### config.mk
export PLATFORM = sky130hd
export DESIGN_NAME = scale_weight_frame_parser_top
export DESIGN_NICKNAME = d
export VERILOG_FILES = /design/src/rtl/swfp_pkg.sv /design/src/rtl/scale_weight_frame_parser_top.sv /design/src/rtl/swfp_datapath.sv /design/src/rtl/swfp_ctrl.sv
export SDC_FILE = /design/constraint.sdc
export NUM_CORES = 1
export LEC_CHECK = 0
export BUFFER_PORTS_ARGS = -buffer_cell sky130_fd_sc_hd__buf_2
export CAP_MARGIN = 40
export CORE_MARGIN = 8
export CORE_UTILIZATION = 30
export DETAILED_ROUTE_END_ITERATION = 16
export GPL_TIMING_DRIVEN = 0
export SYNTH_ARGS = -nofsm -noshare
export SYNTH_HDL_FRONTEND = slang
export SYNTH_SLANG_ARGS = --single-unit
### constraint.sdc
create_clock -name clk -period 7.7 [get_ports clk]
set_clock_uncertainty 0.1 [all_clocks]
set_input_delay 1.54 -clock clk [delete_from_list [all_inputs] [get_ports clk]]
set_output_delay 1.54 -clock clk [all_outputs]
set_load 0.05 [all_outputs]
### src/rtl/swfp_pkg.sv
// Shared constants and control types for the scale weight frame parser.
// No dependencies; used by swfp_ctrl, swfp_datapath and the top level.
`default_nettype none

package swfp_pkg;

    // Frame geometry
    localparam int FRAME_LEN_DEF = 14;
    localparam int FRAME_LEN_MIN = 12;
    localparam int OFS_HEAD      = 0;
    localparam int OFS_WT_FIRST  = 2;
    localparam int OFS_UNIT_K    = 10;
    localparam int OFS_UNIT_G    = 11;
    localparam int PARSE_STEPS   = 8;
    localparam int STEP_W        = 3;
    localparam int CNT8_W        = 4;

    // Result field widths
    localparam int MANT_W = 27;
    localparam int EXP_W  = 4;

    // Exponent when the weight field has no point
    localparam logic [EXP_W-1:0] EXP_NO_POINT = 4'd7;

    // Result status codes
    localparam logic STATUS_OK       = 1'b0;
    localparam logic STATUS_NO_FRAME = 1'b1;

    // Character codes
    localparam logic [7:0] CH_W     = 8'h77;
    localparam logic [7:0] CH_K     = 8'h6B;
    localparam logic [7:0] CH_G     = 8'h67;
    localparam logic [7:0] CH_POINT = 8'h2E;
    localparam logic [7:0] CH_0     = 8'h30;
    localparam logic [7:0] CH_9     = 8'h39;

    // Controller to datapath
    typedef struct packed {
        logic load;         // latch the item's end flag; shift the item into the window below the read limit
        logic start_parse;  // frame seen: copy weight bytes, mark found
        logic step_parse;   // handle one weight byte
        logic emit_ok;      // load a frame result into the output register
        logic emit_nf;      // load a no-frame result into the output register
        logic end_read;     // clear the per-read count and found flag
    } cmd_t;

    // Datapath to controller
    typedef struct packed {
        logic hit;          // window holds the first frame of this read
        logic last;         // item under work ends the read
        logic found;        // a frame was already reported in this read
        logic parse_done;   // last weight byte is being handled
        logic out_free;     // output register can take a result now
    } stat_t;

endpackage

`default_nettype wire

### src/rtl/scale_weight_frame_parser_top.sv
// Top level of the scale weight frame parser: controller plus datapath.
// Depends on swfp_pkg, swfp_ctrl and swfp_datapath.
`default_nettype none

// Scale weight frame parser. Feed the bytes of one serial read, one item per
// byte, with end_of_read set on the final byte. The block keeps a window of the
// last FRAME_LEN bytes; the first window of a read that starts with 'w' and has
// "kg" at offsets 10 and 11 yields one result: status 0, the digits of offsets
// 2..9 joined into mantissa, and exponent such that weight = mantissa * 10^exp
// (minus the digit count after the last point, or 7 minus the digit count when
// there is no point). Other bytes in that field are skipped. A read that ends
// without a frame yields status 1 with mantissa and exponent zero. Bytes past
// 2*FRAME_LEN in one read are ignored, except that their end_of_read still
// ends the read. Steps: an item that produces no result goes through accept
// and frame check; one that completes a frame then goes through the digit
// accumulator (one weight byte per cycle over 8 bytes) and the result load; a
// no-frame result follows the check. in_ready is high only between items.
// A finished result sits in the output register while the next byte is taken;
// the block loads no new result until that register has been drained.
module scale_weight_frame_parser_top #(
    parameter int FRAME_LEN = swfp_pkg::FRAME_LEN_DEF
) (
    input  wire logic                               clk,
    input  wire logic                               rst_n,
    input  wire logic                               in_valid,
    output logic                                    in_ready,
    input  wire logic [7:0]                         rx_byte,
    input  wire logic                               end_of_read,
    output logic                                    out_valid,
    input  wire logic                               out_ready,
    output logic                                    status,
    output logic [swfp_pkg::MANT_W-1:0]             mantissa,
    output logic signed [swfp_pkg::EXP_W-1:0]       exponent
);

    swfp_pkg::cmd_t  cmd;
    swfp_pkg::stat_t st;

    swfp_ctrl u_ctrl (
        .clk      (clk),
        .rst_n    (rst_n),
        .in_valid (in_valid),
        .in_ready (in_ready),
        .st       (st),
        .cmd      (cmd)
    );

    // Offsets 0..11 must lie inside the window
    swfp_datapath #(
        .FRAME_LEN (FRAME_LEN)
    ) u_datapath (
        .clk         (clk),
        .rst_n       (rst_n),
        .cmd         (cmd),
        .st          (st),
        .rx_byte     (rx_byte),
        .end_of_read (end_of_read),
        .out_ready   (out_ready),
        .out_valid   (out_valid),
        .status      (status),
        .mantissa    (mantissa),
        .exponent    (exponent)
    );

endmodule

`default_nettype wire

### src/rtl/swfp_datapath.sv
// Datapath: byte window, per-read counters, digit accumulator, output register.
// Depends on swfp_pkg; driven by swfp_ctrl.
`default_nettype none

module swfp_datapath #(
    parameter int FRAME_LEN = swfp_pkg::FRAME_LEN_DEF
) (
    input  wire logic                               clk,
    input  wire logic                               rst_n,
    input  wire swfp_pkg::cmd_t                     cmd,
    output swfp_pkg::stat_t                         st,
    input  wire logic [7:0]                         rx_byte,
    input  wire logic                               end_of_read,
    input  wire logic                               out_ready,
    output logic                                    out_valid,
    output logic                                    status,
    output logic [swfp_pkg::MANT_W-1:0]             mantissa,
    output logic signed [swfp_pkg::EXP_W-1:0]       exponent
);

    localparam int READ_LIMIT = 2 * FRAME_LEN;
    localparam int CNT_W      = $clog2(READ_LIMIT + 1);
    localparam logic [CNT_W-1:0] LIMIT_C = CNT_W'(READ_LIMIT);
    localparam logic [CNT_W-1:0] FRAME_C = CNT_W'(FRAME_LEN);
    localparam int MW = swfp_pkg::MANT_W;
    localparam int EW = swfp_pkg::EXP_W;
    localparam int SW = swfp_pkg::STEP_W;
    localparam int CW = swfp_pkg::CNT8_W;

    logic [7:0]     win_reg   [FRAME_LEN];
    logic [7:0]     win_next  [FRAME_LEN];
    logic [7:0]     wt_reg    [swfp_pkg::PARSE_STEPS];
    logic [7:0]     wt_next   [swfp_pkg::PARSE_STEPS];
    logic [CNT_W-1:0] cnt_reg, cnt_next;
    logic           found_reg, found_next;
    logic           shifted_reg, shifted_next;
    logic           last_reg, last_next;
    logic [SW-1:0]  step_reg, step_next;
    logic [MW-1:0]  mant_reg, mant_next;
    logic [CW-1:0]  digits_reg, digits_next;
    logic [CW-1:0]  after_reg, after_next;
    logic           point_reg, point_next;
    logic           out_valid_reg, out_valid_next;
    logic           status_reg, status_next;
    logic [MW-1:0]  mantissa_reg, mantissa_next;
    logic [EW-1:0]  exponent_reg, exponent_next;

    logic [7:0]     cur_byte;
    logic           is_digit;
    logic [3:0]     digit_val;
    logic [EW-1:0]  exp_calc;

    assign cur_byte  = wt_reg[0];
    assign is_digit  = (cur_byte >= swfp_pkg::CH_0) && (cur_byte <= swfp_pkg::CH_9);
    assign digit_val = 4'(cur_byte - swfp_pkg::CH_0);
    assign exp_calc  = point_reg ? (EW'(0) - EW'(after_reg))
                                 : (swfp_pkg::EXP_NO_POINT - EW'(digits_reg));

    always_comb
    begin
        st.hit        = shifted_reg && !found_reg && (cnt_reg >= FRAME_C)
                        && (win_reg[swfp_pkg::OFS_HEAD]   == swfp_pkg::CH_W)
                        && (win_reg[swfp_pkg::OFS_UNIT_K] == swfp_pkg::CH_K)
                        && (win_reg[swfp_pkg::OFS_UNIT_G] == swfp_pkg::CH_G);
        st.last       = last_reg;
        st.found      = found_reg;
        st.parse_done = (step_reg == SW'(swfp_pkg::PARSE_STEPS - 1));
        st.out_free   = !out_valid_reg || out_ready;
    end

    always_comb
    begin
        win_next       = win_reg;
        wt_next        = wt_reg;
        cnt_next       = cnt_reg;
        found_next     = found_reg;
        shifted_next   = shifted_reg;
        last_next      = last_reg;
        step_next      = step_reg;
        mant_next      = mant_reg;
        digits_next    = digits_reg;
        after_next     = after_reg;
        point_next     = point_reg;
        out_valid_next = out_ready ? 1'b0 : out_valid_reg;
        status_next    = status_reg;
        mantissa_next  = mantissa_reg;
        exponent_next  = exponent_reg;

        if (cmd.load)
        begin
            last_next    = end_of_read;
            shifted_next = (cnt_reg < LIMIT_C);
            if (cnt_reg < LIMIT_C)
            begin
                for (int i = 0; i < FRAME_LEN - 1; i++)
                    win_next[i] = win_reg[i + 1];
                win_next[FRAME_LEN - 1] = rx_byte;
                cnt_next = cnt_reg + CNT_W'(1);
            end
        end

        if (cmd.start_parse)
        begin
            found_next  = 1'b1;
            step_next   = '0;
            mant_next   = '0;
            digits_next = '0;
            after_next  = '0;
            point_next  = 1'b0;
            for (int i = 0; i < swfp_pkg::PARSE_STEPS; i++)
                wt_next[i] = win_reg[swfp_pkg::OFS_WT_FIRST + i];
        end

        if (cmd.step_parse)
        begin
            for (int i = 0; i < swfp_pkg::PARSE_STEPS - 1; i++)
                wt_next[i] = wt_reg[i + 1];
            step_next = step_reg + SW'(1);
            if (is_digit)
            begin
                // mant * 10 + digit, as two shifted adds
                mant_next   = (mant_reg << 3) + (mant_reg << 1) + MW'(digit_val);
                digits_next = digits_reg + CW'(1);
                after_next  = after_reg + CW'(1);
            end
            else if (cur_byte == swfp_pkg::CH_POINT)
            begin
                point_next = 1'b1;
                after_next = '0;
            end
        end

        if (cmd.emit_ok)
        begin
            out_valid_next = 1'b1;
            status_next    = swfp_pkg::STATUS_OK;
            mantissa_next  = mant_reg;
            exponent_next  = exp_calc;
        end
        else if (cmd.emit_nf)
        begin
            out_valid_next = 1'b1;
            status_next    = swfp_pkg::STATUS_NO_FRAME;
            mantissa_next  = '0;
            exponent_next  = '0;
        end

        if (cmd.end_read)
        begin
            cnt_next   = '0;
            found_next = 1'b0;
        end
    end

    always_ff @(posedge clk or negedge rst_n)
    begin
        if (!rst_n)
        begin
            cnt_reg       <= '0;
            found_reg     <= 1'b0;
            shifted_reg   <= 1'b0;
            last_reg      <= 1'b0;
            step_reg      <= '0;
            out_valid_reg <= 1'b0;
        end
        else
        begin
            cnt_reg       <= cnt_next;
            found_reg     <= found_next;
            shifted_reg   <= shifted_next;
            last_reg      <= last_next;
            step_reg      <= step_next;
            out_valid_reg <= out_valid_next;
        end
    end

    always_ff @(posedge clk)
    begin
        win_reg      <= win_next;
        wt_reg       <= wt_next;
        mant_reg     <= mant_next;
        digits_reg   <= digits_next;
        after_reg    <= after_next;
        point_reg    <= point_next;
        status_reg   <= status_next;
        mantissa_reg <= mantissa_next;
        exponent_reg <= exponent_next;
    end

    assign out_valid = out_valid_reg;
    assign status    = status_reg;
    assign mantissa  = mantissa_reg;
    assign exponent  = signed'(exponent_reg);

    // A frame can only be marked once the window has been filled in this read.
    a_found_needs_fill: assert property (@(posedge clk) disable iff (!rst_n)
        found_reg |-> (cnt_reg >= FRAME_C))
        else $error("frame flag set before window filled");

    // Ending a read leaves a clean count and flag.
    a_end_read_clears: assert property (@(posedge clk) disable iff (!rst_n)
        cmd.end_read |=> (cnt_reg == '0) && !found_reg)
        else $error("read end did not clear per-read state");

    // A result is only loaded when the output register can take it.
    a_emit_when_free: assert property (@(posedge clk) disable iff (!rst_n)
        (cmd.emit_ok || cmd.emit_nf) |-> st.out_free)
        else $error("result loaded over a pending result");

    // The byte count never passes the read limit.
    a_cnt_limit: assert property (@(posedge clk) disable iff (!rst_n)
        cnt_reg <= LIMIT_C)
        else $error("byte count above read limit");

endmodule

`default_nettype wire

### src/rtl/swfp_ctrl.sv
// Controller state machine: sequences window update, frame check, parse and result.
// Depends on swfp_pkg; commands swfp_datapath.
`default_nettype none

module swfp_ctrl (
    input  wire logic            clk,
    input  wire logic            rst_n,
    input  wire logic            in_valid,
    output logic                 in_ready,
    input  wire swfp_pkg::stat_t st,
    output swfp_pkg::cmd_t       cmd
);

    typedef enum logic [2:0] {
        ST_IDLE,
        ST_CHECK,
        ST_PARSE,
        ST_EMIT_OK,
        ST_EMIT_NF
    } state_t;

    state_t state_reg, state_next;

    always_comb
    begin
        state_next = state_reg;
        cmd        = '0;
        in_ready   = 1'b0;
        unique case (state_reg)
            ST_IDLE:
            begin
                in_ready = 1'b1;
                if (in_valid)
                begin
                    cmd.load   = 1'b1;
                    state_next = ST_CHECK;
                end
            end
            ST_CHECK:
            begin
                if (st.hit)
                begin
                    cmd.start_parse = 1'b1;
                    state_next      = ST_PARSE;
                end
                else if (st.last && !st.found)
                    state_next = ST_EMIT_NF;
                else
                begin
                    cmd.end_read = st.last;
                    state_next   = ST_IDLE;
                end
            end
            ST_PARSE:
            begin
                cmd.step_parse = 1'b1;
                if (st.parse_done)
                    state_next = ST_EMIT_OK;
            end
            ST_EMIT_OK:
            begin
                if (st.out_free)
                begin
                    cmd.emit_ok  = 1'b1;
                    cmd.end_read = st.last;
                    state_next   = ST_IDLE;
                end
            end
            ST_EMIT_NF:
            begin
                if (st.out_free)
                begin
                    cmd.emit_nf  = 1'b1;
                    cmd.end_read = 1'b1;
                    state_next   = ST_IDLE;
                end
            end
            default:
                state_next = ST_IDLE;
        endcase
    end

    always_ff @(posedge clk or negedge rst_n)
    begin
        if (!rst_n)
            state_reg <= ST_IDLE;
        else
            state_reg <= state_next;
    end

endmodule

`default_nettype wire

==> flow_summary.json, run 1 <==
{
  "outcome": "finished clean",
  "antenna_left": 0,
  "slew_violations": 0,
  "portBuffers": 46,
  "hpwl_um": 14060,
  "period_share_pct": 47.93,
  "rsz0062_at_grt": "false",
  "tritoncts": "yes",
  "avgSynthCellArea_um2": 14.31,
  "n_antenna_cell": 0,
  "use_met2_pct": 16.59,
  "yosys.area.top_type": "edfxtp_1",
  "initial_core_util_pct": 30.23,
  "synth_async_sr_flop_share_pct": 5.792,
  "synth_seq_cells": 259,
  "synthTopCellsByArea": "edfxtp_1 (58%), dfxtp_1 (7.0%), ha_1 (6.3%)",
  "grtUsageMet3_pct": 1.791,
  "arrival_ns": 3.80,
  "clkSinkCount": 259,
  "drive_above_1_share_pct": 13.18,
  "cp_slowest_stage_delay_ns": 0.67,
  "vias": 6171,
  "power_density_nw_per_um2": 257.3,
  "die_x_um": 204.4,
  "worstReg2RegStart": "u_datapath.win_reg[19]",
  "areaGrowthSynthToFinish_pct": 16.77,
  "drtIter0Drc": 312,
  "critPathSlowestCell": "or4_1",
  "synthCells": 744,
  "post-route-min-period_ns": 3.691,
  "die_h_um": 204.4,
  "end_kind": "flip-flop",
  "core_area_um2": 35220,
  "max_cap_violations": 0,
  "root_buffer": "clkbuf_16",
  "worstHoldStart": "u_datapath.win_reg[7]",
  "wl_per_cell_um": 15.41,
  "syn_area_um2": 10650,
  "rows": 69,
  "grt_pass1_vias": 6395,
  "fmax_mhz": 270.9,
  "finalSetupTns_ns": 0,
  "grt_overflow_total": 0,
  "route.detailed.drc": 0,
  "grt_pass1_wl_um": 32610,
  "vias_per_cell": 4.736,
  "postCtsHoldBufs": 0,
  "hold_slack_ns": 0.3197,
  "crit_start": "u_datapath.win_reg[19]",
  "p_leak_nw": 4.534,
  "cts_setup_buffers": 0,
  "largest_register_ffs": 112,
  "cp_data_required_time_ns": 7.81,
  "clock_latency_ns": 0.52,
  "antenna_found_initial": 0,
  "grt_max_degree": 32,
  "grt_use_met1_pct": 11.71,
  "synth_cell_types": 51,
  "clkTransAtPathRegs_ns": 0.06,
  "htree_levels": 1,
  "synth_edf_count": 207,
  "ys_warn_count": 0,
  "tightest_slew_ns": 0.8390,
  "dr.pass1.iters": 7,
  "ios": 47,
  "dieArea_um2": 41780,
  "synth_top_area_share_pct": 58.37,
  "gp_congestion": 0.8780,
  "hold_class": "flip-flop to flip-flop",
  "cts_repair_resize_count": 0,
  "syn_nets": 813,
  "seq_area_frac_synth_pct": 68.85,
  "grt-busiest-layer": "met2",
  "final_nets": 892,
  "synthFlopType": "edfxtp_1",
  "total_power_mw": 3.200,
  "grt_usage_pct": 9.532,
  "startpoint_type": "flip-flop",
  "ir_drop_uv": 180.6,
  "wirelength_um": 20080,
  "clockBufferDepth": 3,
  "cts_buffers": 25,
  "finalSetupViolCount": 0,
  "crit_fanout": 30,
  "criticalPathCategory": "flip-flop to flip-flop",
  "timing.slew.headroom_pct": 43.93,
  "hold_violations": 0,
  "path_cells": "nor4bb_1 -> nand3_1 -> or4_1 -> nor3_4 -> buf_4 -> inv_2 -> nand2_2 -> buf_12"
}
==> Yosys cell counts, drive strengths merged, types with 7 or more instances <==
| cell type | n |
|---|---|
| edfxtp | 207 |
| and2 | 28 |
| o22ai | 21 |
| dfxtp | 37 |
| nand2 | 66 |
| o21ai | 29 |
| a21oi | 27 |
| inv | 13 |
| xnor2 | 14 |
| ha | 54 |
| dfrtp | 15 |
| nor2 | 33 |
| clkbuf | 17 |
| a31oi | 11 |
| nand3 | 10 |
| xor2 | 17 |
| a21o | 7 |
| buf | 12 |
| a22o | 56 |
==> power breakdown <==
part / switching (mW) / leakage [nW] / internal (mW)
clock network: 0.508 / 0.406 / 0.682
registers: 0.0650 / 2.34 / 1.68
logic: 0.188 / 1.79 / 0.0725
==> cell type report <==
| class | instances | area [um2] |
|---|---|---|
| fillers | 3418 | 22790 |
| flip-flops and latches | 259 | 7332 |
| multi-input cells | 443 | 3171 |
| clock buffers | 33 | 706.9 |
| well taps | 461 | 576.8 |
| repair buffers | 52 | 380.4 |
| plain buffers | 29 | 122.6 |
| clock inverters | 13 | 96.34 |
| inverters | 13 | 48.80 |
==> cell usage in the layout (no fill, tap or decap), drive strengths merged, types with 3 or more instances in the layout <==
master / count
a211oi: 3
a21o: 7
a21oi: 27
a221o: 3
a221oi: 3
a22o: 56
a31oi: 11
and2: 28
and3: 4
buf: 64
clkbuf: 50
clkinv: 11
dfrtp: 15
dfxtp: 37
edfxtp: 207
ha: 54
inv: 14
mux2i: 3
nand2: 66
nand2b: 5
nand3: 10
nand4: 6
nor2: 33
nor2b: 6
nor3: 5
o211ai: 3
o21ai: 29
o21bai: 3
o22ai: 21
o31ai: 4
xnor2: 14
xor2: 17
==> worst paths after layout <==
path	end	slack [ns]	cells past startpoint
max	u_datapath.wt_reg[20]	4.01	8
min	u_datapath.win_reg[15]	0.32	0
max reg2reg	u_datapath.wt_reg[20]	4.01	8
min reg2reg	u_datapath.win_reg[15]	0.32	0
max in group asynchronous	u_datapath.shifted_reg	6.40	1
min in group asynchronous	u_ctrl.state_reg[1]	0.82	1
==> cells by family (layout without fill, tap and decap cells) <==
group,Yosys count,in the layout,share of synthesized area [%]
flops,259,259,68.85
xor+xnor,31,31,2.550
fa+ha+maj,56,56,6.721
mux,5,5,0.4935
buf+inv,42,140,1.610
simple gates,173,173,8.037
compound gates,178,178,11.74
==> per-stage QoR <==
step	util [%]	cells	worst slack (ns)	cell area [um2]
2_1_floorplan	-	744	1.204	10660
6_report	35.30	1303	4.009	12430
4_1_cts	35.30	1303	3.922	12430
3_3_place_gp	32.54	1251	-0.1555	11460
5_1_grt	35.30	1303	3.782	12430
3_5_place_dp	33.02	1257	3.943	11630
==> layer usage <==
metal | vias to the layer above | part of all wire (%)
met5 | - | 0
met2 | 117 | 49
met1 | 3009 | 44
li1 | 3004 | -
met3 | 41 | 4.3
met4 | 0 | 2.8
==> critical path: cells and delay by family, from the launching register on <==
kind	cells	cell delay, ns
and+or+nand+nor	5	2.16
buffers and inverters	3	0.69
DFF	1	0.41
Power figures use the tool's default switching activity.
==> inputs of run 2 (changes only) <==
==> constraint.sdc (replaced) <==
create_clock -name clk -period 3.7 [get_ports clk]
set_clock_uncertainty 0.1 [all_clocks]
set_input_delay 0.74 -clock clk [delete_from_list [all_inputs] [get_ports clk]]
set_output_delay 0.74 -clock clk [all_outputs]
set_load 0.05 [all_outputs]
==> flow_summary.json, run 2 (same netlist as run 1, synthesis figures left out) <==
{
  "outcome": "finished clean",
  "gp_congestion": 0.8378,
  "rsz0062_at_grt": "false",
  "slew_violations": 0,
  "power_density_nw_per_um2": 539.8,
  "initial_core_util_pct": 30.23,
  "cp_data_required_time_ns": 3.99,
  "layout.cells.most_common_list": "edfxtp_1 (207), nand2_1 (64), a22o_1 (56)",
  "hold_violations": 0,
  "clock_latency_ns": 0.54,
  "grt_max_degree": 32,
  "portBuffers": 46,
  "finalSetupViolCount": 0,
  "grt_usage_pct": 9.467,
  "end_kind": "flip-flop",
  "core_area_um2": 35220,
  "clockBufferDepth": 3,
  "period_share_pct": 95.04,
  "dpl.cell_count": 1257,
  "dr.pass1.iters": 5,
  "antenna_left": 0,
  "grt_pass1_vias": 6211,
  "p_leak_nw": 4.551,
  "arrival_ns": 3.81,
  "timing.slew.headroom_pct": 42.39,
  "clkSinkCount": 259,
  "drive_above_1_share_pct": 13.25,
  "clkTransAtPathRegs_ns": 0.06,
  "fmax_mhz": 284.4,
  "cts_buffers": 26,
  "vias": 6124,
  "areaGrowthSynthToFinish_pct": 17.51,
  "grt_pass1_wl_um": 32120,
  "tritoncts": "yes",
  "place_ws_ns": 0.02838,
  "htree_levels": 1,
  "finalNonFillerCells": 1306,
  "die_x_um": 204.4,
  "drtIter0Drc": 365,
  "finalSetupTns_ns": 0,
  "criticalPathCategory": "flip-flop to flip-flop",
  "ios": 47,
  "mostFrequentLayoutCell": "edfxtp_1",
  "vias_per_cell": 4.689,
  "total_power_mw": 6.755,
  "wirelength_um": 19970,
  "final_nets": 894,
  "dieArea_um2": 41780,
  "fin_ws_ns": 0.1834,
  "antenna_found_initial": 1,
  "tightest_slew_ns": 0.8621,
  "hpwl_um": 13950,
  "startpoint_type": "flip-flop",
  "cts_setup_buffers": 0,
  "grt_overflow_total": 0,
  "post-route-min-period_ns": 3.517,
  "crit_fanout": 4,
  "wl_per_cell_um": 15.29,
  "route.detailed.drc": 0,
  "root_buffer": "clkbuf_16",
  "rows": 69,
  "hold_class": "primary input to flip-flop",
  "die_h_um": 204.4,
  "max_cap_violations": 0,
  "ir_drop_uv": 410.8,
  "largest_register_ffs": 112,
  "n_antenna_cell": 0,
  "fillers": 3374
}
## run 2: cell types whose count changed in the layout (fill, tap and decap cells not counted), sizes merged
cell and delta:
clkbuf +1, bufinv +1, clkinv -1, clkinvlp +1, dlygate4sd3 +1
## run 2: per-stage QoR
step           hold slack [ns]  area [um2]  util (%)
5_1_grt                 0.2459       12510     35.53
2_1_floorplan           0.3003       10690         -
6_report                0.2777       12510     35.53
3_5_place_dp            0.3045       11650     33.08
3_3_place_gp            0.3021       11500     32.64
4_1_cts                 0.2420       12500     35.49
## run 2: metal layers
metal | up-vias | share of wire [%] | global-route usage [%] | wire, um
met2 | 114 | 50 | 16.46 | 9954
li1 | 3011 | - | - | -
met4 | 0 | 2.5 | 2.777 | 493
met1 | 2966 | 43 | 11.55 | 8559
met5 | - | 0 | 0 | 0
met3 | 33 | 4.8 | 2.203 | 958
## run 2: worst paths after layout
path	slack, ns	cells after the start	end	startpoint
min	0.28	1	u_datapath.win_reg[2]	rx_byte[2]
min in group asynchronous	0.54	2	u_datapath.cnt_reg[0]	rst_n
max	0.18	11	u_datapath.mant_reg[26]	u_datapath.cur_byte[3]
max in group asynchronous	2.69	2	u_datapath.step_reg[2]	rst_n
min reg2reg	0.32	0	u_datapath.win_reg[110]	u_datapath.win_reg[102]
max reg2reg	0.18	11	u_datapath.mant_reg[26]	u_datapath.cur_byte[3]
## run 2: report_power, final
group	switching [mW]	internal, mW
Combinational	0.391	0.157
Sequential	0.135	3.51
Clock	1.07	1.49
Total	1.60	5.16
## run 2: area by class of cell
type / instances / area (um2) / share of cell area (%)
Buffer: 29 / 136.4 / 1.090
Clock buffer: 34 / 710.7 / 5.679
Clock inverter: 14 / 130.1 / 1.040
Inverter: 13 / 48.80 / 0.3900
Multi-Input combinational cell: 443 / 3196 / 25.54
Sequential cell: 259 / 7332 / 58.59
Tap cell: 461 / 576.8 / 4.610
Timing Repair Buffer: 53 / 382.9 / 3.060
## run 2: critical path, cell delays in order, from the launching register on
cell and delay, ns:
edfxtp_1 0.36, inv_1 0.08, fa_1 0.54, inv_1 0.07, fa_1 0.48, a211oi_1 0.26, o21ai_0 0.20, a31oi_2 0.38
o21ai_0 0.29, a41oi_1 0.37, xnor2_1 0.16, o22ai_1 0.10
## run 2: what timing repair did
item / 4_1_cts / 5_1_grt
gates resized for setup: 0 / 2
setup endpoints to repair: 0 / 33
hold buffers: 1 / 0
hold endpoints to repair: 3 / 0
==> inputs of run 3 (changes only) <==
--- a/config.mk
+++ b/config.mk
@@ -11,6 +11,8 @@
 export CORE_UTILIZATION = 30
 export DETAILED_ROUTE_END_ITERATION = 16
 export GPL_TIMING_DRIVEN = 0
+export MAX_ROUTING_LAYER = met4
+export REMOVE_ABC_BUFFERS = 1
 export SYNTH_ARGS = -nofsm -noshare
 export SYNTH_HDL_FRONTEND = slang
 export SYNTH_SLANG_ARGS = --single-unit
==> flow_summary.json, run 3 (same netlist as run 1, synthesis figures left out) <==
{
  "ir_drop_uv": 370.9,
  "placed_area_um2": 11750,
  "fmax_mhz": 294.5,
  "p_leak_nw": 4.579,
  "worstHoldStart": "rx_byte[6]",
  "antenna_left": 0,
  "dieArea_um2": 41780,
  "final_nets": 876,
  "hold_violations": 0,
  "finalSetupViolCount": 0,
  "dpl.cell_count": 1237,
  "layout.cells.most_common_list": "edfxtp_1 (207), nand2_1 (64), a22o_1 (56)",
  "die_x_um": 204.4,
  "hold_slack_ns": 0.2905,
  "wl_per_cell_um": 14.61,
  "htree_levels": 1,
  "rows": 69,
  "gp_congestion": 0.8110,
  "grt_pass1_vias": 6158,
  "root_buffer": "clkbuf_16",
  "period_share_pct": 91.77,
  "cp_data_required_time_ns": 4.01,
  "portBuffers": 46,
  "total_power_mw": 6.758,
  "wirelength_um": 18800,
  "grt_usage_pct": 9.216,
  "outcome": "finished clean",
  "dr.pass1.iters": 4,
  "route.detailed.drc": 0,
  "n_antenna_cell": 0,
  "holdPathEnd": "u_datapath.win_reg[6]",
  "tightest_slew_ns": 0.8262,
  "ios": 47,
  "max_cap_violations": 0,
  "finalNonFillerCells": 1287,
  "hold_class": "primary input to flip-flop",
  "place_ws_ns": -0.09997,
  "crit_fanout": 4,
  "areaGrowthSynthToFinish_pct": 18.38,
  "grt_overflow_total": 0,
  "die_h_um": 204.4,
  "fin_ws_ns": 0.3045,
  "r2r_end": "u_datapath.mant_reg[26]",
  "grt_pass1_wl_um": 31220,
  "initial_core_util_pct": 30.23,
  "startpoint_type": "flip-flop",
  "drive_above_1_share_pct": 13.44,
  "clkSinkCount": 259,
  "rsz0062_at_grt": "false",
  "hpwl_um": 12850,
  "antenna_found_initial": 0,
  "power_density_nw_per_um2": 536.1,
  "hold_depth": 1,
  "mostFrequentLayoutCell": "edfxtp_1",
  "cts_buffers": 27,
  "design_area_um2": 12610,
  "drtIter0Drc": 335,
  "finalSetupTns_ns": 0,
  "timing.slew.headroom_pct": 44.79,
  "final_core_utilization_pct": 35.79,
  "slew_violations": 0,
  "end_kind": "flip-flop",
  "ff2ff_path_depth": 11,
  "clockBufferDepth": 3,
  "clkTransAtPathRegs_ns": 0.06,
  "vias": 6001,
  "criticalPathCategory": "flip-flop to flip-flop",
  "clock_latency_ns": 0.52,
  "vias_per_cell": 4.663,
  "rrSetupSlack_ns": 0.30,
  "arrival_ns": 3.70,
  "core_area_um2": 35220,
  "largest_register_ffs": 112,
  "post-route-min-period_ns": 3.395,
  "tritoncts": "yes",
  "grt_max_degree": 58,
  "worstReg2RegStart": "u_datapath.cur_byte[3]"
}
run 3: cell types whose count changed in the layout (fill, tap and decap cells not counted), sizes merged:
cell | before | now
buf | 64 | 62
clkbuf | 51 | 31
clkinv | 10 | 13
clkinvlp | 1 | 0
inv | 14 | 15
run 3: worst max-delay path by stage:
stage | start | endpoint | cells past startpoint
after global placement | u_datapath.cnt_reg[2] | u_datapath.cnt_reg[3] | 4
after detailed placement | u_datapath.found_reg | u_datapath.wt_reg[10] | 7
after global routing | u_datapath.cur_byte[3] | u_datapath.mant_reg[26] | 11
after CTS | u_datapath.cur_byte[3] | u_datapath.mant_reg[26] | 11
after floorplan | u_ctrl.state_reg[1] | u_datapath.cnt_reg[3] | 6
final | u_datapath.cur_byte[3] | u_datapath.mant_reg[26] | 11
run 3: worst max-delay path, stage by stage, from the launching register on:
cell	delay [ns]
edfxtp_1	0.36
inv_1	0.09
fa_1	0.54
inv_1	0.07
fa_1	0.47
a211oi_1	0.26
o21ai_0	0.19
a31oi_2	0.37
o21ai_1	0.23
a41oi_1	0.33
xnor2_1	0.16
o22ai_1	0.10
run 3: area by class of cell:
class                      instances  area (um2)
multi-input combinational        443        3192
timing repair buffer              63       620.6
clock buffer                      31       700.7
tap                              461       576.8
clock inverter                    17       135.1
inverter                          13       48.80
fill                            3381       22620
sequential                       259        7332
run 3: timing repair:
item	in CTS	in global routing
resized for setup	0	2
endpoints found under the setup margin	58	2
pin swaps	1	0
gates cloned	0	0
endpoints found under the hold margin	4	0
buffers inserted	1	0
hold buffers	1	0
run 3: routing by layer:
layer | vias up | routed length (um) | GRT usage, %
met4 | 0 | 542 | 3.008
met2 | 98 | 8810 | 14.91
met3 | 39 | 753 | 1.712
li1 | 2977 | - | -
met5 | - | 0 | -
met1 | 2887 | 8694 | 11.56
run 3: power breakdown:
part	internal (mW)	switching, mW
sequential	3.51	0.138
clock	1.49	1.07
combinational	0.166	0.393
